`config.mk`:
```
export PLATFORM = sky130hd
export DESIGN_NAME = json_token_lexer_flat
export DESIGN_NICKNAME = d
export VERILOG_FILES = /design/src/sv/jtl_pkg.sv /design/src/sv/jtl_if.sv /design/src/sv/jtl_lex_core.sv /design/src/sv/jtl_res_fifo.sv /design/src/sv/json_token_lexer.sv /design/src/flat_wrapper.sv
export VERILOG_INCLUDE_DIRS = /design/src /design/src/sv
export SDC_FILE = /design/constraint.sdc
export NUM_CORES = 1
export LEC_CHECK = 0
export BUFFER_PORTS_ARGS = -buffer_cell sky130_fd_sc_hd__buf_2
export CAP_MARGIN = 20
export CORE_UTILIZATION = 25
export CTS_CLUSTER_SIZE = 24
export DETAILED_ROUTE_END_ITERATION = 16
export GPL_ROUTABILITY_DRIVEN = 0
export HOLD_SLACK_MARGIN = 0.15
export PLACE_DENSITY = 0.51
export SETUP_SLACK_MARGIN = 0.3
export SLEW_MARGIN = 10
export SYNTH_ARGS = -nofsm -noshare
export SYNTH_HDL_FRONTEND = slang
export SYNTH_SLANG_ARGS = --single-unit
```
`constraint.sdc`:
```
create_clock -name clk_i -period 4.5 [get_ports clk_i]
set_clock_uncertainty 0.1 [all_clocks]
set_input_delay 0.675 -clock clk_i [delete_from_list [all_inputs] [get_ports clk_i]]
set_output_delay 0.675 -clock clk_i [all_outputs]
set_load 0.005 [all_outputs]
```
`src/sv/json_token_lexer_macros.svh`:
```
// Assertion macros shared by the JSON token lexer RTL.
`ifndef JSON_TOKEN_LEXER_MACROS_SVH
`define JSON_TOKEN_LEXER_MACROS_SVH

// Checks that an expression holds at every clock edge outside reset.
`define JTL_ASSERT_ALWAYS(lbl, expr, msg) \
  lbl: assert property (@(posedge clk_i) disable iff (!rst_ni) (expr)) else $error(msg);

// Checks that a consequent holds in the same cycle as its antecedent.
`define JTL_ASSERT_IMPLY(lbl, ante, cons, msg) \
  lbl: assert property (@(posedge clk_i) disable iff (!rst_ni) (ante) |-> (cons)) \
    else $error(msg);

`endif

```
`src/sv/jtl_pkg.sv`:
```
// Shared types and constants of the JSON token lexer.
package jtl_pkg;

  localparam int unsigned CHAR_W  = 8;
  localparam int unsigned KIND_W  = 4;
  localparam int unsigned ERR_W   = 2;

  // Depth of the result queue; a step fires only when two entries are free.
  localparam int unsigned RES_DEPTH = 4;
  localparam int unsigned RES_PTR_W = $clog2(RES_DEPTH);
  localparam int unsigned RES_CNT_W = $clog2(RES_DEPTH + 1);

  // Token kinds.
  localparam logic [KIND_W-1:0] KIND_LBRACKET = 4'd0;
  localparam logic [KIND_W-1:0] KIND_RBRACKET = 4'd1;
  localparam logic [KIND_W-1:0] KIND_LBRACE   = 4'd2;
  localparam logic [KIND_W-1:0] KIND_RBRACE   = 4'd3;
  localparam logic [KIND_W-1:0] KIND_COMMA    = 4'd4;
  localparam logic [KIND_W-1:0] KIND_COLON    = 4'd5;
  localparam logic [KIND_W-1:0] KIND_STRING   = 4'd6;
  localparam logic [KIND_W-1:0] KIND_TRUE     = 4'd7;
  localparam logic [KIND_W-1:0] KIND_FALSE    = 4'd8;
  localparam logic [KIND_W-1:0] KIND_NULL     = 4'd9;
  localparam logic [KIND_W-1:0] KIND_POS_INT  = 4'd10;

  // Error codes.
  localparam logic [ERR_W-1:0] ERR_NONE    = 2'd0;
  localparam logic [ERR_W-1:0] ERR_UNKNOWN = 2'd1;
  localparam logic [ERR_W-1:0] ERR_STRING  = 2'd2;
  localparam logic [ERR_W-1:0] ERR_KEYWORD = 2'd3;

  typedef struct packed {
    logic [KIND_W-1:0] token_kind;
    logic [CHAR_W-1:0] lexeme_char;
    logic              char_valid;
    logic              token_done;
    logic [ERR_W-1:0]  error_code;
    logic              run_last;
  } jtl_res_t;

endpackage

```
`src/sv/jtl_if.sv`:
```
// Request channels of the JSON token lexer: text bytes in, token results out.
interface jtl_in_if;
  logic                          valid;
  logic                          ready;
  logic [jtl_pkg::CHAR_W-1:0]    text_byte;
  logic                          final_byte;

  modport source (output valid, text_byte, final_byte, input ready);
  modport sink   (input valid, text_byte, final_byte, output ready);
endinterface

interface jtl_out_if;
  logic                          valid;
  logic                          ready;
  logic [jtl_pkg::KIND_W-1:0]    token_kind;
  logic [jtl_pkg::CHAR_W-1:0]    lexeme_char;
  logic                          char_valid;
  logic                          token_done;
  logic [jtl_pkg::ERR_W-1:0]     error_code;
  logic                          run_last;

  modport source (output valid, token_kind, lexeme_char, char_valid, token_done, error_code,
                  run_last, input ready);
  modport sink   (input valid, token_kind, lexeme_char, char_valid, token_done, error_code,
                  run_last, output ready);
endinterface

```
`src/sv/jtl_lex_core.sv`:
```
// Lexer state registers and the per-byte next-state and result logic.
module jtl_lex_core (
  input  logic                       clk_i,
  input  logic                       rst_ni,
  input  logic                       fire_i,
  input  logic [jtl_pkg::CHAR_W-1:0] char_i,
  input  logic                       fin_i,
  output logic [1:0]                 res_cnt_o,
  output jtl_pkg::jtl_res_t          res0_o,
  output jtl_pkg::jtl_res_t          res1_o
);

  typedef enum logic [4:0] {
    MODE_IDLE    = 5'b00001,
    MODE_STRING  = 5'b00010,
    MODE_KEYWORD = 5'b00100,
    MODE_INT     = 5'b01000,
    MODE_FRAC    = 5'b10000
  } mode_e;

  typedef struct packed {
    mode_e             mode;
    logic [1:0]        sel;
    logic [2:0]        pos;
    logic              neg;
    logic [jtl_pkg::ERR_W-1:0] err;
    logic              emit;
    jtl_pkg::jtl_res_t res;
  } start_t;

  localparam logic [7:0] CH_SPACE    = 8'h20;
  localparam logic [7:0] CH_TAB      = 8'h09;
  localparam logic [7:0] CH_LF       = 8'h0A;
  localparam logic [7:0] CH_CR       = 8'h0D;
  localparam logic [7:0] CH_LBRACKET = 8'h5B;
  localparam logic [7:0] CH_RBRACKET = 8'h5D;
  localparam logic [7:0] CH_LBRACE   = 8'h7B;
  localparam logic [7:0] CH_RBRACE   = 8'h7D;
  localparam logic [7:0] CH_COMMA    = 8'h2C;
  localparam logic [7:0] CH_COLON    = 8'h3A;
  localparam logic [7:0] CH_QUOTE    = 8'h22;
  localparam logic [7:0] CH_MINUS    = 8'h2D;
  localparam logic [7:0] CH_DOT      = 8'h2E;
  localparam logic [7:0] CH_ZERO     = 8'h30;
  localparam logic [7:0] CH_NINE     = 8'h39;
  localparam logic [7:0] CH_T        = 8'h74;
  localparam logic [7:0] CH_F        = 8'h66;
  localparam logic [7:0] CH_N        = 8'h6E;

  localparam logic [1:0] KW_TRUE  = 2'd0;
  localparam logic [1:0] KW_FALSE = 2'd1;
  localparam logic [1:0] KW_NULL  = 2'd2;

  mode_e                      mode_q, mode_d;
  logic [1:0]                 kw_sel_q, kw_sel_d;
  logic [2:0]                 kw_pos_q, kw_pos_d;
  logic                       neg_q, neg_d;
  logic [jtl_pkg::ERR_W-1:0]  err_q, err_d;
  start_t                     start;
  logic [1:0]                 cnt;
  jtl_pkg::jtl_res_t          r0, r1;
  logic                       is_digit;
  logic                       frac_now;
  logic                       frac_next;
  logic [2:0]                 kw_len;
  logic [2:0]                 kw_pos_inc;
  logic [7:0]                 kw_chr;
  logic [jtl_pkg::KIND_W-1:0] kw_kind;

  function automatic logic [jtl_pkg::KIND_W-1:0] num_kind(input logic neg, input logic frac);
    num_kind = jtl_pkg::KIND_POS_INT + {2'b00, frac, 1'b0} + {3'b000, neg};
  endfunction

  function automatic jtl_pkg::jtl_res_t err_res(input logic [jtl_pkg::ERR_W-1:0] code);
    jtl_pkg::jtl_res_t r;
    r            = '0;
    r.error_code = code;
    return r;
  endfunction

  function automatic jtl_pkg::jtl_res_t tok_res(input logic [jtl_pkg::KIND_W-1:0] kind,
                                                input logic [7:0] ch, input logic valid,
                                                input logic done);
    jtl_pkg::jtl_res_t r;
    r             = '0;
    r.token_kind  = kind;
    r.lexeme_char = ch;
    r.char_valid  = valid;
    r.token_done  = done;
    return r;
  endfunction

  // Handling of a byte seen outside any token; also used for the byte that ends a number.
  function automatic start_t start_byte(input logic [7:0] c, input logic fin,
                                        input logic [1:0] sel, input logic [2:0] pos,
                                        input logic neg);
    start_t s;
    s.mode = MODE_IDLE;
    s.sel  = sel;
    s.pos  = pos;
    s.neg  = neg;
    s.err  = jtl_pkg::ERR_NONE;
    s.emit = 1'b1;
    s.res  = '0;
    if ((c == CH_SPACE) || (c == CH_TAB) || (c == CH_LF) || (c == CH_CR)) begin
      s.emit = 1'b0;
    end else if (c == CH_LBRACKET) begin
      s.res = tok_res(jtl_pkg::KIND_LBRACKET, '0, 1'b0, 1'b1);
    end else if (c == CH_RBRACKET) begin
      s.res = tok_res(jtl_pkg::KIND_RBRACKET, '0, 1'b0, 1'b1);
    end else if (c == CH_LBRACE) begin
      s.res = tok_res(jtl_pkg::KIND_LBRACE, '0, 1'b0, 1'b1);
    end else if (c == CH_RBRACE) begin
      s.res = tok_res(jtl_pkg::KIND_RBRACE, '0, 1'b0, 1'b1);
    end else if (c == CH_COMMA) begin
      s.res = tok_res(jtl_pkg::KIND_COMMA, '0, 1'b0, 1'b1);
    end else if (c == CH_COLON) begin
      s.res = tok_res(jtl_pkg::KIND_COLON, '0, 1'b0, 1'b1);
    end else if (c == CH_QUOTE) begin
      if (fin) begin
        s.err = jtl_pkg::ERR_STRING;
        s.res = err_res(jtl_pkg::ERR_STRING);
      end else begin
        s.mode = MODE_STRING;
        s.emit = 1'b0;
      end
    end else if ((c == CH_T) || (c == CH_F) || (c == CH_N)) begin
      if (fin) begin
        s.err = jtl_pkg::ERR_KEYWORD;
        s.res = err_res(jtl_pkg::ERR_KEYWORD);
      end else begin
        s.sel  = (c == CH_T) ? KW_TRUE : ((c == CH_F) ? KW_FALSE : KW_NULL);
        s.pos  = 3'd1;
        s.mode = MODE_KEYWORD;
        s.emit = 1'b0;
      end
    end else if ((c == CH_MINUS) || ((c >= CH_ZERO) && (c <= CH_NINE))) begin
      s.neg  = (c == CH_MINUS);
      s.mode = fin ? MODE_IDLE : MODE_INT;
      s.res  = tok_res(num_kind(c == CH_MINUS, 1'b0), c, 1'b1, fin);
    end else begin
      s.err = jtl_pkg::ERR_UNKNOWN;
      s.res = err_res(jtl_pkg::ERR_UNKNOWN);
    end
    return s;
  endfunction

  // Keyword spelling tables; select code 3 behaves as null.
  always_comb begin
    unique case (kw_sel_q)
      KW_TRUE: begin
        kw_len  = 3'd4;
        kw_kind = jtl_pkg::KIND_TRUE;
        unique case (kw_pos_q)
          3'd0:    kw_chr = 8'h74;
          3'd1:    kw_chr = 8'h72;
          3'd2:    kw_chr = 8'h75;
          3'd3:    kw_chr = 8'h65;
          default: kw_chr = 8'h00;
        endcase
      end
      KW_FALSE: begin
        kw_len  = 3'd5;
        kw_kind = jtl_pkg::KIND_FALSE;
        unique case (kw_pos_q)
          3'd0:    kw_chr = 8'h66;
          3'd1:    kw_chr = 8'h61;
          3'd2:    kw_chr = 8'h6C;
          3'd3:    kw_chr = 8'h73;
          3'd4:    kw_chr = 8'h65;
          default: kw_chr = 8'h00;
        endcase
      end
      default: begin
        kw_len  = 3'd4;
        kw_kind = jtl_pkg::KIND_NULL;
        unique case (kw_pos_q)
          3'd0:    kw_chr = 8'h6E;
          3'd1:    kw_chr = 8'h75;
          3'd2:    kw_chr = 8'h6C;
          3'd3:    kw_chr = 8'h6C;
          default: kw_chr = 8'h00;
        endcase
      end
    endcase
  end

  assign kw_pos_inc = kw_pos_q + 3'd1;
  assign is_digit   = (char_i >= CH_ZERO) && (char_i <= CH_NINE);
  assign frac_now   = (mode_q == MODE_FRAC);
  assign frac_next  = frac_now || (char_i == CH_DOT);
  assign start      = start_byte(char_i, fin_i, kw_sel_q, kw_pos_q, neg_q);

  always_comb begin
    mode_d   = mode_q;
    kw_sel_d = kw_sel_q;
    kw_pos_d = kw_pos_q;
    neg_d    = neg_q;
    err_d    = err_q;
    cnt      = 2'd0;
    r0       = '0;
    r1       = '0;
    if (err_q != jtl_pkg::ERR_NONE) begin
      cnt = 2'd1;
      r0  = err_res(err_q);
    end else begin
      unique case (mode_q)
        MODE_STRING: begin
          cnt = 2'd1;
          if (char_i == CH_QUOTE) begin
            mode_d = MODE_IDLE;
            r0     = tok_res(jtl_pkg::KIND_STRING, '0, 1'b0, 1'b1);
          end else if (fin_i) begin
            mode_d = MODE_IDLE;
            err_d  = jtl_pkg::ERR_STRING;
            r0     = err_res(jtl_pkg::ERR_STRING);
          end else begin
            r0 = tok_res(jtl_pkg::KIND_STRING, char_i, 1'b1, 1'b0);
          end
        end
        MODE_KEYWORD: begin
          if ((kw_pos_q >= kw_len) || (char_i != kw_chr)) begin
            cnt    = 2'd1;
            mode_d = MODE_IDLE;
            err_d  = jtl_pkg::ERR_KEYWORD;
            r0     = err_res(jtl_pkg::ERR_KEYWORD);
          end else begin
            kw_pos_d = kw_pos_inc;
            if (kw_pos_inc == kw_len) begin
              cnt    = 2'd1;
              mode_d = MODE_IDLE;
              r0     = tok_res(kw_kind, '0, 1'b0, 1'b1);
            end else if (fin_i) begin
              // Text ended with the keyword only partly spelled.
              cnt    = 2'd1;
              mode_d = MODE_IDLE;
              err_d  = jtl_pkg::ERR_KEYWORD;
              r0     = err_res(jtl_pkg::ERR_KEYWORD);
            end
          end
        end
        MODE_INT, MODE_FRAC: begin
          if (is_digit || ((char_i == CH_DOT) && !frac_now)) begin
            cnt    = 2'd1;
            mode_d = fin_i ? MODE_IDLE : (frac_next ? MODE_FRAC : MODE_INT);
            r0     = tok_res(num_kind(neg_q, frac_next), char_i, 1'b1, fin_i);
          end else begin
            // The number closes, then the same byte is lexed from idle.
            r0       = tok_res(num_kind(neg_q, frac_now), '0, 1'b0, 1'b1);
            r1       = start.res;
            cnt      = start.emit ? 2'd2 : 2'd1;
            mode_d   = start.mode;
            kw_sel_d = start.sel;
            kw_pos_d = start.pos;
            neg_d    = start.neg;
            err_d    = start.err;
          end
        end
        default: begin
          r0       = start.res;
          cnt      = start.emit ? 2'd1 : 2'd0;
          mode_d   = start.mode;
          kw_sel_d = start.sel;
          kw_pos_d = start.pos;
          neg_d    = start.neg;
          err_d    = start.err;
        end
      endcase
    end
    r0.run_last = (cnt == 2'd1);
    r1.run_last = 1'b1;
  end

  always_ff @(posedge clk_i or negedge rst_ni) begin
    if (!rst_ni) begin
      mode_q   <= MODE_IDLE;
      kw_sel_q <= '0;
      kw_pos_q <= '0;
      neg_q    <= 1'b0;
      err_q    <= jtl_pkg::ERR_NONE;
    end else if (fire_i) begin
      mode_q   <= mode_d;
      kw_sel_q <= kw_sel_d;
      kw_pos_q <= kw_pos_d;
      neg_q    <= neg_d;
      err_q    <= err_d;
    end
  end

  assign res_cnt_o = cnt;
  assign res0_o    = r0;
  assign res1_o    = r1;

endmodule

```
`src/sv/jtl_res_fifo.sv`:
```
// Result queue that takes up to two results per cycle and gives one.
module jtl_res_fifo (
  input  logic                                clk_i,
  input  logic                                rst_ni,
  input  logic [1:0]                          push_cnt_i,
  input  jtl_pkg::jtl_res_t                   push0_i,
  input  jtl_pkg::jtl_res_t                   push1_i,
  input  logic                                pop_i,
  output jtl_pkg::jtl_res_t                   head_o,
  output logic                                valid_o,
  output logic                                room_o,
  output logic [jtl_pkg::RES_CNT_W-1:0]       count_o
);

  jtl_pkg::jtl_res_t                  mem_q [jtl_pkg::RES_DEPTH];
  logic [jtl_pkg::RES_PTR_W-1:0]      wr_ptr_q, wr_ptr_d;
  logic [jtl_pkg::RES_PTR_W-1:0]      rd_ptr_q, rd_ptr_d;
  logic [jtl_pkg::RES_CNT_W-1:0]      cnt_q, cnt_d;
  logic [jtl_pkg::RES_PTR_W-1:0]      wr_ptr_nxt;
  logic                               pop;

  assign pop        = pop_i && (cnt_q != '0);
  assign wr_ptr_nxt = wr_ptr_q + jtl_pkg::RES_PTR_W'(1);
  assign wr_ptr_d   = wr_ptr_q + jtl_pkg::RES_PTR_W'(push_cnt_i);
  assign rd_ptr_d   = rd_ptr_q + jtl_pkg::RES_PTR_W'(pop);
  assign cnt_d      = cnt_q + jtl_pkg::RES_CNT_W'(push_cnt_i) - jtl_pkg::RES_CNT_W'(pop);

  always_ff @(posedge clk_i or negedge rst_ni) begin
    if (!rst_ni) begin
      wr_ptr_q <= '0;
      rd_ptr_q <= '0;
      cnt_q    <= '0;
    end else begin
      wr_ptr_q <= wr_ptr_d;
      rd_ptr_q <= rd_ptr_d;
      cnt_q    <= cnt_d;
    end
  end

  always_ff @(posedge clk_i) begin
    if (push_cnt_i != 2'd0) begin
      mem_q[wr_ptr_q] <= push0_i;
    end
    if (push_cnt_i == 2'd2) begin
      mem_q[wr_ptr_nxt] <= push1_i;
    end
  end

  assign head_o  = mem_q[rd_ptr_q];
  assign valid_o = (cnt_q != '0);
  assign room_o  = (cnt_q <= jtl_pkg::RES_CNT_W'(jtl_pkg::RES_DEPTH - 2));
  assign count_o = cnt_q;

endmodule

```
`src/sv/json_token_lexer.sv`:
```
// A taken byte is held in a register and lexed once the four-entry result queue has room
// for two results; the results are written into the queue and offered on the output.
// Throughput: one byte per cycle while each byte gives at most one result and the output is
// ready; a byte that closes a number and starts another token gives two, and the queue
// drains one per cycle. Reset clears the lexer to idle with no error, and empties the queue.
`include "json_token_lexer_macros.svh"

module json_token_lexer (
  input  logic           clk_i,
  input  logic           rst_ni,
  jtl_in_if.sink         in_i,
  jtl_out_if.source      out_o
);

  logic                          in_vld_q;
  logic [jtl_pkg::CHAR_W-1:0]    char_q;
  logic                          fin_q;
  logic                          fire;
  logic                          room;
  logic [1:0]                    res_cnt;
  logic [1:0]                    push_cnt;
  jtl_pkg::jtl_res_t             res0, res1, head;
  logic                          head_vld;
  logic [jtl_pkg::RES_CNT_W-1:0] fifo_cnt;

  // A held byte is lexed once the queue can take both of its possible results.
  assign fire       = in_vld_q && room;
  assign in_i.ready = !in_vld_q || fire;
  assign push_cnt   = fire ? res_cnt : 2'd0;

  always_ff @(posedge clk_i or negedge rst_ni) begin
    if (!rst_ni) begin
      in_vld_q <= 1'b0;
    end else if (in_i.ready) begin
      in_vld_q <= in_i.valid;
    end
  end

  always_ff @(posedge clk_i) begin
    if (in_i.valid && in_i.ready) begin
      char_q <= in_i.text_byte;
      fin_q  <= in_i.final_byte;
    end
  end

  jtl_lex_core u_core (
    .clk_i     (clk_i),
    .rst_ni    (rst_ni),
    .fire_i    (fire),
    .char_i    (char_q),
    .fin_i     (fin_q),
    .res_cnt_o (res_cnt),
    .res0_o    (res0),
    .res1_o    (res1)
  );

  jtl_res_fifo u_fifo (
    .clk_i      (clk_i),
    .rst_ni     (rst_ni),
    .push_cnt_i (push_cnt),
    .push0_i    (res0),
    .push1_i    (res1),
    .pop_i      (out_o.ready),
    .head_o     (head),
    .valid_o    (head_vld),
    .room_o     (room),
    .count_o    (fifo_cnt)
  );

  assign out_o.valid       = head_vld;
  assign out_o.token_kind  = head.token_kind;
  assign out_o.lexeme_char = head.lexeme_char;
  assign out_o.char_valid  = head.char_valid;
  assign out_o.token_done  = head.token_done;
  assign out_o.error_code  = head.error_code;
  assign out_o.run_last    = head.run_last;

  `JTL_ASSERT_ALWAYS(a_fifo_bound, fifo_cnt <= jtl_pkg::RES_CNT_W'(jtl_pkg::RES_DEPTH),
                     "result queue overflow")
  `JTL_ASSERT_IMPLY(a_err_clean, head_vld && (head.error_code != jtl_pkg::ERR_NONE),
                    (head.token_kind == jtl_pkg::KIND_LBRACKET) && !head.char_valid &&
                    !head.token_done && head.run_last,
                    "error result carries token fields")
  `JTL_ASSERT_IMPLY(a_char_zero, head_vld && !head.char_valid, head.lexeme_char == '0,
                    "lexeme byte set without char_valid")
  `JTL_ASSERT_IMPLY(a_two_last, fire && (res_cnt == 2'd2), !res0.run_last && res1.run_last,
                    "run_last misplaced on a two-result byte")

endmodule
```
`src/flat_wrapper.sv`:
```
// flat-port wrapper written by rule: the top's interface ports become plain ports
module json_token_lexer_flat 
  (clk_i, rst_ni, in_i_valid, in_i_text_byte, in_i_final_byte, in_i_ready, out_o_valid, out_o_token_kind, out_o_lexeme_char, out_o_char_valid, out_o_token_done, out_o_error_code, out_o_run_last, out_o_ready);
  jtl_in_if in_i_i ();
  jtl_out_if out_o_i ();
  input  logic clk_i;
  input  logic rst_ni;
  input wire logic [$bits(in_i_i.valid)-1:0] in_i_valid;
  input wire logic [$bits(in_i_i.text_byte)-1:0] in_i_text_byte;
  input wire logic [$bits(in_i_i.final_byte)-1:0] in_i_final_byte;
  output wire logic [$bits(in_i_i.ready)-1:0] in_i_ready;
  output wire logic [$bits(out_o_i.valid)-1:0] out_o_valid;
  output wire logic [$bits(out_o_i.token_kind)-1:0] out_o_token_kind;
  output wire logic [$bits(out_o_i.lexeme_char)-1:0] out_o_lexeme_char;
  output wire logic [$bits(out_o_i.char_valid)-1:0] out_o_char_valid;
  output wire logic [$bits(out_o_i.token_done)-1:0] out_o_token_done;
  output wire logic [$bits(out_o_i.error_code)-1:0] out_o_error_code;
  output wire logic [$bits(out_o_i.run_last)-1:0] out_o_run_last;
  input wire logic [$bits(out_o_i.ready)-1:0] out_o_ready;
  assign in_i_i.valid = in_i_valid;
  assign in_i_i.text_byte = in_i_text_byte;
  assign in_i_i.final_byte = in_i_final_byte;
  assign in_i_ready = in_i_i.ready;
  assign out_o_valid = out_o_i.valid;
  assign out_o_token_kind = out_o_i.token_kind;
  assign out_o_lexeme_char = out_o_i.lexeme_char;
  assign out_o_char_valid = out_o_i.char_valid;
  assign out_o_token_done = out_o_i.token_done;
  assign out_o_error_code = out_o_i.error_code;
  assign out_o_run_last = out_o_i.run_last;
  assign out_o_i.ready = out_o_ready;
  json_token_lexer u_core (.clk_i(clk_i), .rst_ni(rst_ni), .in_i(in_i_i), .out_o(out_o_i));
endmodule
```
**Word-level counts from Yosys, hierarchy flattened**

Memory sizes are Yosys's and may differ from the RTL's.
Index checks and enable logic that the tools add are counted.
W data, S select, Z words.

- Equal/unequal tests: 35
- $add $sub $neg: 11
- Reductions and logical operators: 29
- $lt $le $gt $ge: 4
- Bitwise logic cells: 3
- Mux-type cells: 89

Operators by type and width:

| kind | count |
|---|---|
| $mux W17 | 16 |
| $mux W14 | 6 |
| $eq A8 B7 Y1 const B | 7 |
| $pmux W17 S3 | 1 |
| $mux W5 | 10 |
| $eq A8 B6 Y1 const B | 6 |
| $pmux W7 S5 | 1 |
| $mux W2 | 17 |
| $mux W16 | 2 |
| $pmux W7 S4 | 1 |
| $eq A8 B4 Y1 const B | 3 |
| $pmux W7 S3 | 1 |
| $mux W20 | 1 |
| $mux W1 | 16 |
| $pmux W8 S2 | 1 |
| $pmux W5 S3 | 1 |
| $mux W13 | 1 |
| $mux W3 | 4 |
| $pmux W2 S3 | 2 |
| $logic_or A1 B1 Y1 | 10 |
| $pmux W3 S3 | 1 |
| $add A4 B1 Y4 | 2 |
| $add A4 B2 Y4 const A | 2 |
| $ge A8 B6 Y1 const B | 1 |
| 43 further kinds | 58 |

- Output and inout bits: 19
- Input port bits: 13
- Memories kept: 1
- Word-level logic and storage cells: 183
- Flip-flop bits (word level): 30
- Memory bits (writable): 68

Memories:

| memory | depth | bits a word | read ports | clocked after memory_dff | write ports | line | text |
|---|---|---|---|---|---|---|---|
| u_core.u_fifo.mem_q | 4 | 17 | 1 | 0 | 2 | jtl_res_fifo.sv:15 | `jtl_pkg::jtl_res_t mem_q [jtl_pkg::RES_DEPTH];` |

**Longest topological paths before layout**

Gate-level depths: netlist of the first run.

- Depth in word-level cells: 21
- Depth in mapped cells: 17
- Depth with buffers taken out: 16

**Cells and area by module**

A second synthesis of the first run with hierarchy kept.

- Cells, all modules: 517
- Area, all modules: 6,130.9 sq um

Modules (own cells, without submodules):

| module | sequential area each (sq um) | instances | cells an instance | area each (sq um) |
|---|---|---|---|---|
| jtl_res_fifo | 2,217.1 | 1 | 210 | 3,766.1 |
| jtl_lex_core | 326.6 | 1 | 291 | 2,021.9 |
| json_token_lexer | 295.3 | 1 | 16 | 342.8 |

**Worst setup path before layout of the first run**

No wires, ideal clock.

- Path kind: register to register
- From: register u_core.u_core.kw_sel_q[1]
- To: memory u_core.u_fifo.mem_q[1][10] (netlist bit) (enable)
- Data required time: 4.006 ns
- Buffers on the path: 1
- Clock period less this slack: 3.520 ns
- Setup slack: 0.980 ns
- Cell stages (with the launch flop): 14
- Arrival time: 3.026 ns
- Library setup time: 0.394 ns
- Cell sequence: dfrtp_1 buf_2 nand2b_1 inv_1 ha_1 inv_1 a31oi_1 nor3_1 and3_1 a311oi_1 a21oi_4 inv_4 nand2_2 a21oi_1

RTL lines:

| element | line | text |
|---|---|---|
| start, declared | jtl_lex_core.sv:55 | `logic [1:0] kw_sel_q, kw_sel_d;` |
| start signal, assigned | jtl_lex_core.sv:283 | `kw_sel_q <= kw_sel_d;` |
| end, declared | jtl_res_fifo.sv:15 |  |

**Worst setup path in the final report of the first run**

- From: register u_core.char_q[0] (netlist bit)
- To: register u_core.u_fifo.cnt_q, in the netlist u_core.u_fifo.count_o[2]

- Word-level cells in the longest chain between the ends: 19
- Elaborated cells between the ends (all ways): 45
- Classes of those cells: add/sub (2); order compare (2); eq/ne (16); mux (16); reduce/logical (9)

RTL lines:

| element | line | text |
|---|---|---|
| start, declared | json_token_lexer.sv:16 | `logic [jtl_pkg::CHAR_W-1:0] char_q;` |
| start signal, assigned | json_token_lexer.sv:41 | `char_q <= in_i.text_byte;` |
| $eq A8 B7 Y1 | jtl_lex_core.sv:127 | `end else if ((c == CH_T) \|\| (c == CH_F) \|\| (c == CH_N)) begin` |
| $logic_or A1 B1 Y1 (2 in a row) | jtl_lex_core.sv:127 |  |
| $mux W1 | jtl_lex_core.sv:127 |  |
| $mux W20 | jtl_lex_core.sv:119 | `end else if (c == CH_QUOTE) begin` |
| $mux W14 | jtl_lex_core.sv:117 | `end else if (c == CH_COLON) begin` |
| $mux W14 | jtl_lex_core.sv:115 | `end else if (c == CH_COMMA) begin` |
| $mux W14 | jtl_lex_core.sv:113 | `end else if (c == CH_RBRACE) begin` |
| $mux W14 | jtl_lex_core.sv:111 | `end else if (c == CH_LBRACE) begin` |
| [3 not listed] | - |  |
| $mux W2 | jtl_lex_core.sv:251 | `cnt = start.emit ? 2'd2 : 2'd1;` |
| $mux W2 | jtl_lex_core.sv:243 | `if (is_digit \|\| ((char_i == CH_DOT) && !frac_now)) begin` |
| $pmux W2 S3 * | jtl_lex_core.sv:207 | `unique case (mode_q)` |
| $mux W2 * | jtl_lex_core.sv:203 | `if (err_q != jtl_pkg::ERR_NONE) begin` |
| $mux W2 * | json_token_lexer.sv:29 | `assign push_cnt = fire ? res_cnt : 2'd0;` |
| $add A3 B2 Y3 * | jtl_res_fifo.sv:26 | `assign cnt_d = cnt_q + jtl_pkg::RES_CNT_W'(push_cnt_i) - jtl_pkg::RES_CNT_W'(pop);` |
| $sub A3 B1 Y3 * | jtl_res_fifo.sv:26 |  |
| named net u_core.u_fifo.cnt_d (one bit) | jtl_res_fifo.sv:18 | `logic [jtl_pkg::RES_CNT_W-1:0] cnt_q, cnt_d;` |
| end signal, assigned | jtl_res_fifo.sv:36 | `cnt_q <= cnt_d;` |
| end, declared | jtl_res_fifo.sv:18 |  |

Mark *: on every way through the listed nets, which the timed path passes. The rest lies on a longest branch.
A chain may end at the register's enable or synchronous reset.

==> results of run 1 <==
==> cells in the final DEF, fill, tap and decap left out, types with 7 or more instances in the layout <==
cell type and count:
o21ai_0 38, nor2b_1 9, mux4_2 17, ha_1 11
nand3_1 17, clkbuf_16 9, a21oi_1 31, nand2_1 44
mux2i_1 7, dfrtp_1 20, edfxtp_1 73, nand2b_1 7
nor2_1 52, buf_2 31, nor3_1 15, buf_4 10
o22ai_1 21, inv_1 19
==> worst max-delay path: cells and delay by family, from the launching register on <==
kind            cells  cell delay (ns)
compound gates      1             0.12
xor+xnor            2             0.29
fa+ha+maj           2             0.83
buf+inv             1             0.31
flops               1             0.73
simple gates        4             1.49
==> state kept, by name, indices dropped and copies added (netlist names) <==
signal	count
u_core.u_fifo.count_o	3
u_core.u_core.mode_q	5
u_core.u_fifo.wr_ptr_q	2
u_core.fin_q	1
u_core.char_q	8
u_core.u_fifo.mem_q	68
u_core.u_core.kw_pos_q	3
u_core.u_core.kw_sel_q	2
u_core.u_fifo.rd_ptr_q	2
u_core.u_core.neg_q	1
u_core.in_vld_q	1
u_core.u_core.err_q	2
==> layout make-up <==
| type | count | share of cell area (%) |
|---|---|---|
| multi-input combinational | 395 | 42.5 |
| sequential | 98 | 42.3 |
| tap | 313 | 5.92 |
| timing repair buffer | 42 | 3.78 |
| clock buffer | 9 | 3.41 |
| inverter | 20 | 1.17 |
| clock inverter | 7 | 0.851 |
==> per-stage QoR <==
step,setup WS (ns),util [%]
5_1_grt,0.322,29.0
6_report,0.518,29.0
3_3_place_gp,0.653,27.8
3_5_place_dp,0.545,27.8
4_1_cts,0.539,29.0
2_1_floorplan,0.980,-
==> routing by layer <==
layer	wire length (um)	up-vias	part of all wire, %
li1	-	2125	-
met1	7170	2288	44
met2	7880	168	48
met3	934	24	5.7
met4	379	0	2.3
met5	0	-	0
==> report_power, final <==
part / switching (W) / internal (W)
clock network: 0.000366 / 0.000384
registers: 0.000205 / 0.00120
logic: 0.000684 / 0.000515
total: 0.00125 / 0.00210
==> path summary, 6_finish.rpt <==
path / endpoint / slack, ns / start / cells after the start
setup / recovery: u_core.u_fifo.count_o[2] / 0.52 / u_core.char_q[0] / 10
hold / removal: u_core.u_core.neg_q / 0.20 / rst_ni / 1
setup reg to reg: u_core.u_fifo.count_o[2] / 0.52 / u_core.char_q[0] / 10
hold reg to reg: u_core.u_fifo.mem_q[0][0] / 0.42 / u_core.u_fifo.mem_q[0][0] / 2
max in group asynchronous: u_core.u_core.mode_q[0] / 3.72 / rst_ni / 1
min in group clk_i: u_core.char_q[6] / 0.39 / in_i_text_byte[6] / 1
==> logic make-up (layout without fill, tap and decap cells) <==
group,after synthesis,after routing
multiplexers,25,25
AND/OR/NAND/NOR,201,201
XOR/XNOR,11,11
flip-flops,98,98
adder cells (fa/ha/maj),12,12
buffers and inverters,48,78
AO/OA/AOI/OAI,146,146
==> flow_summary.toml, run 1 <==
[clock_tree]
cts_hold_buf = 0
cts_tree = "built"
root_buffer = "clkbuf_16"
cts_made_buffers = 9
clk_latency_ns = 0.36
htreeDepth = 3
postCtsSetupRepairBufs = 0
cts_resized = 0
clk_path_buf_depth = 2
cts_sinks = 98
clk_pin_slew_ns = 0.07

[drt]
totalWireLength_um = 16400
drt_first_iter_violations = 477
avgRoutedWirePerCell_um = 18.5
dr_total_vias = 4605
drt_first_pass_iters = 5
post-route-drc-count = 0
vias_per_cell = 5.21
ant_nets = 0

[final_layout]
areaGrowthSynthToFinish_pct = 13.2
drive_gt1_share_pct = 17.9
n_antenna_cell = 0
nFillCells = 2369
final_nets = 591
ff_latch_area_mm2 = 0.00280
multi_input_area_mm2 = 0.00281
final_area_mm2 = 0.00661
finalNonFillerCells = 884

[yosys]
synthAdderAreaFrac_pct = 2.70
synth_most_common_cell = "edfxtp_1"
yosys.area_share.xor_xnor_pct = 1.65
synth_top_area_share_pct = 37.5
synthTopCellsByCount = "edfxtp_1, nor2_1, nand2_1"
netlist_area_mm2 = 0.00584
syn-instance-count = 541
synth_edf_count = 73
ys_seq_elements = 98
synth_top_family_by_area = "simple AND/OR/NAND/NOR gates"
syn_nets = 566
async_flop_share_pct = 21.4
yosys_warnings = 0
yosys.area_share.simple_pct = 18.6
syn_area_per_cell_um2 = 10.8
synthMuxAreaShare_pct = 7.94
yosys-top-cells-area = "edfxtp_1, dfrtp_1, mux4_2"
ys_types = 81
ys.flop_type = "edfxtp_1"
synth-compound-area-share_pct = 17.3
synth_seq_area_share_pct = 47.9
yosys.area.top_type = "edfxtp_1"

[global_routing]
use_met3_pct = 2.73
first_global_vias = 4527
grt_usage_pct = 14.1
grt_max_degree = 22
grt.busiest_layer = "met2"
met1_usage_pct = 18.3
antenna_found_initial = 0
grt_use_met2_pct = 23.3
overflow = 0
grt_pass1_wl_um = 25900

[sta]
hold_violations = 0
max_slew_margin_pct = 38.6
fin_setup_tns_ns = 0
fmax_mhz = 251
finalSetupViolations = 0
hold_slack_ns = 0.203
min_period_ns = 3.98
fin_crit_sh_pct = 88.5
maxSlewViolCount = 0
rsz0062_at_grt = "no"
worst_slew_pin_slew_ns = 0.921

[critical_path]
cpPeakStageDelay_ns = 0.73
worstPathArrival_ns = 4.12
cp_data_required_time_ns = 4.64
path_class = "reg2reg"
cp_slowest_cell = "edfxtp_1"
critPathMaxFanout = 14
start_kind = "flip-flop"
crit_path_end_kind = "flip-flop"
crit_chain = "nand4_1, nor4_4, a211oi_1, or2_1, nor3_4, inv_1, ha_1, fa_1, xor2_1, xnor2_1"

[placed_design]
place_inst = 868
place_hpwl_um = 12000
placed_area_mm2 = 0.00633
port-buffer-count = 31

[pwr]
p_total_w = 0.00335
cellLeakagePower_nw = 2.25
ir_drop_v = 0.000186
p_per_area_mw_per_mm2 = 507

[die]
core_region_area_mm2 = 0.0228
die_x_um = 155
die_h_um = 155
rows = 55
initial_core_util_pct = 25.7
io-pin-count = 32
die_area_mm2 = 0.0240

[worst_hold_path]
hold_class = "in2async"

[job]
cap_violations = 0

[outcome]
status = "completed"
Power figures use the tool's default switching activity.
==> run 2, diff against run 1 <==
--- a/config.mk
+++ b/config.mk
@@ -8,6 +8,7 @@
 export LEC_CHECK = 0
 export BUFFER_PORTS_ARGS = -buffer_cell sky130_fd_sc_hd__buf_2
 export CAP_MARGIN = 20
+export CORE_MARGIN = 2
 export CORE_UTILIZATION = 25
 export CTS_CLUSTER_SIZE = 24
 export DETAILED_ROUTE_END_ITERATION = 16
==> flow_summary.toml, run 2 (synthesis results as in run 1) <==
[outcome]
status = "completed"

[final_layout]
top_register = "u_core.u_fifo.mem_q"
drive_gt1_share_pct = 18.0
largest_registers = "u_core.u_fifo.mem_q: 68 flops, u_core.char_q: 8 flops, u_core.u_core.mode_q: 5 flops"
areaGrowthSynthToFinish_pct = 13.5
largest_register_ffs = 68
final_common_cell = "edfxtp_1"
final_cell_mix = "edfxtp_1, nor2_1, nand2_1, o21ai_0"
n_antenna_cell = 0
final_nets = 592

[die]
rows = 55
core_region_area_mm2 = 0.0228
die_h_um = 157
die_area_mm2 = 0.0246
initial_core_util_pct = 25.7
io-pin-count = 32
die_x_um = 157

[pwr]
ir_drop_v = 0.000239
p_total_w = 0.00340
p_per_area_mw_per_mm2 = 513
cellLeakagePower_nw = 2.26

[clock_tree]
clk_path_buf_depth = 2
root_buffer = "clkbuf_16"
clk_pin_slew_ns = 0.07
htreeDepth = 3
cts_tree = "built"
cts_made_buffers = 9
clk_latency_ns = 0.36
cts_resized = 0
cts_sinks = 98

[sta]
maxSlewViolCount = 0
finalSetupViolations = 0
hold_violations = 0
min_period_ns = 3.81
fmax_mhz = 263
fin_crit_sh_pct = 84.6
max_slew_margin_pct = 38.9
fin_setup_tns_ns = 0
worst_slew_pin_slew_ns = 0.906
rsz0062_at_grt = "no"

[critical_path]
start_kind = "flip-flop"
cp_slowest_cell = "edfxtp_1"
cpPeakStageDelay_ns = 0.72
r2r_setup_slack_ns = 0.69
worstPathArrival_ns = 3.95
r2r_end = "u_core.u_fifo.count_o[2]"
crit_path_end_kind = "flip-flop"
crit_chain = "nand4_1, nor4_4, a211oi_1, or2_1, a211o_1, a21oi_4, ha_1, inv_1, ha_1, inv_1, fa_1, xor2_1, xnor2_1"
cp_data_required_time_ns = 4.64
worstReg2RegStart = "u_core.char_q[0]"
critPathMaxFanout = 13
r2r_cells = 13
path_class = "reg2reg"

[job]
cap_violations = 0

[global_routing]
overflow = 0
grt_max_degree = 22
first_global_vias = 4499
grt_pass1_wl_um = 25700
grt_usage_pct = 13.5
antenna_found_initial = 0

[drt]
vias_per_cell = 5.17
avgRoutedWirePerCell_um = 18.2
drt_first_iter_violations = 419
dr_total_vias = 4575
totalWireLength_um = 16100
post-route-drc-count = 0
drt_first_pass_iters = 5
ant_nets = 0

[worst_hold_path]
hold_class = "in2async"

[placed_design]
place_hpwl_um = 11800
port-buffer-count = 31
## run 2: through the flow
step / setup WS [ns] / std cells / cell area, um2 / util, % / hold WS (ns)
after global routing: 0.399 / 885 / 6630 / 29.1 / 0.233
after floorplan: 0.980 / 541 / 5840 / - / 0.279
after global placement: 0.752 / 868 / 6320 / 27.7 / 0.380
after CTS: 0.576 / 884 / 6630 / 29.1 / 0.208
final: 0.693 / 885 / 6630 / 29.1 / 0.194
after detailed placement: 0.594 / 868 / 6320 / 27.7 / 0.402
## run 2: worst max-delay path by stage
stage,start,end,cells after the start
finish,u_core.char_q[0],u_core.u_fifo.count_o[2],13
global route,u_core.char_q[3],u_core.u_fifo.count_o[2],13
detailed placement,u_core.char_q[0],u_core.u_fifo.count_o[2],10
CTS,u_core.char_q[0],u_core.u_fifo.count_o[2],10
floorplan,u_core.u_core.kw_sel_q[1],u_core.u_fifo.mem_q[1][10],13
global placement,u_core.char_q[3],u_core.u_fifo.count_o[2],10
## run 2: final cells by class
cell class | instances | area (um2)
tap | 313 | 392
clock inverter | 7 | 81.3
inverter | 20 | 77.6
fill | 2348 | 16100
timing repair buffer | 43 | 245
sequential | 98 | 2800
clock buffer | 9 | 225
multi-input combinational | 395 | 2810
## run 2: what timing repair did
item                       4_1_cts  5_1_grt
hold buffers                     0        0
setup endpoints to repair        0        1
buffers inserted                 0        1
hold endpoints to repair         0        0
## run 2: layer usage
metal | vias to the layer above | wire length [um] | global-route usage [%]
met2 | 163 | 7980 | 23.1
met1 | 2277 | 7030 | 17.7
met5 | - | 0 | 0
met3 | 20 | 873 | 2.13
met4 | 0 | 238 | 3.71
li1 | 2115 | - | -
## run 2: worst max-delay path: cells and delay by family, from the launching register on
family / cells / cell delay (ns)
buffers and inverters: 2 / 0.10
xor gates and xnor gates: 2 / 0.29
and+or+nand+nor: 3 / 0.91
DFF: 1 / 0.72
adders and majority gates: 3 / 0.79
AOI/OAI and AO/OA: 3 / 0.76
## run 2: power breakdown
group	switching, W	internal [W]
Sequential	0.000207	0.00120
Clock	0.000364	0.000441
Combinational	0.000679	0.000508
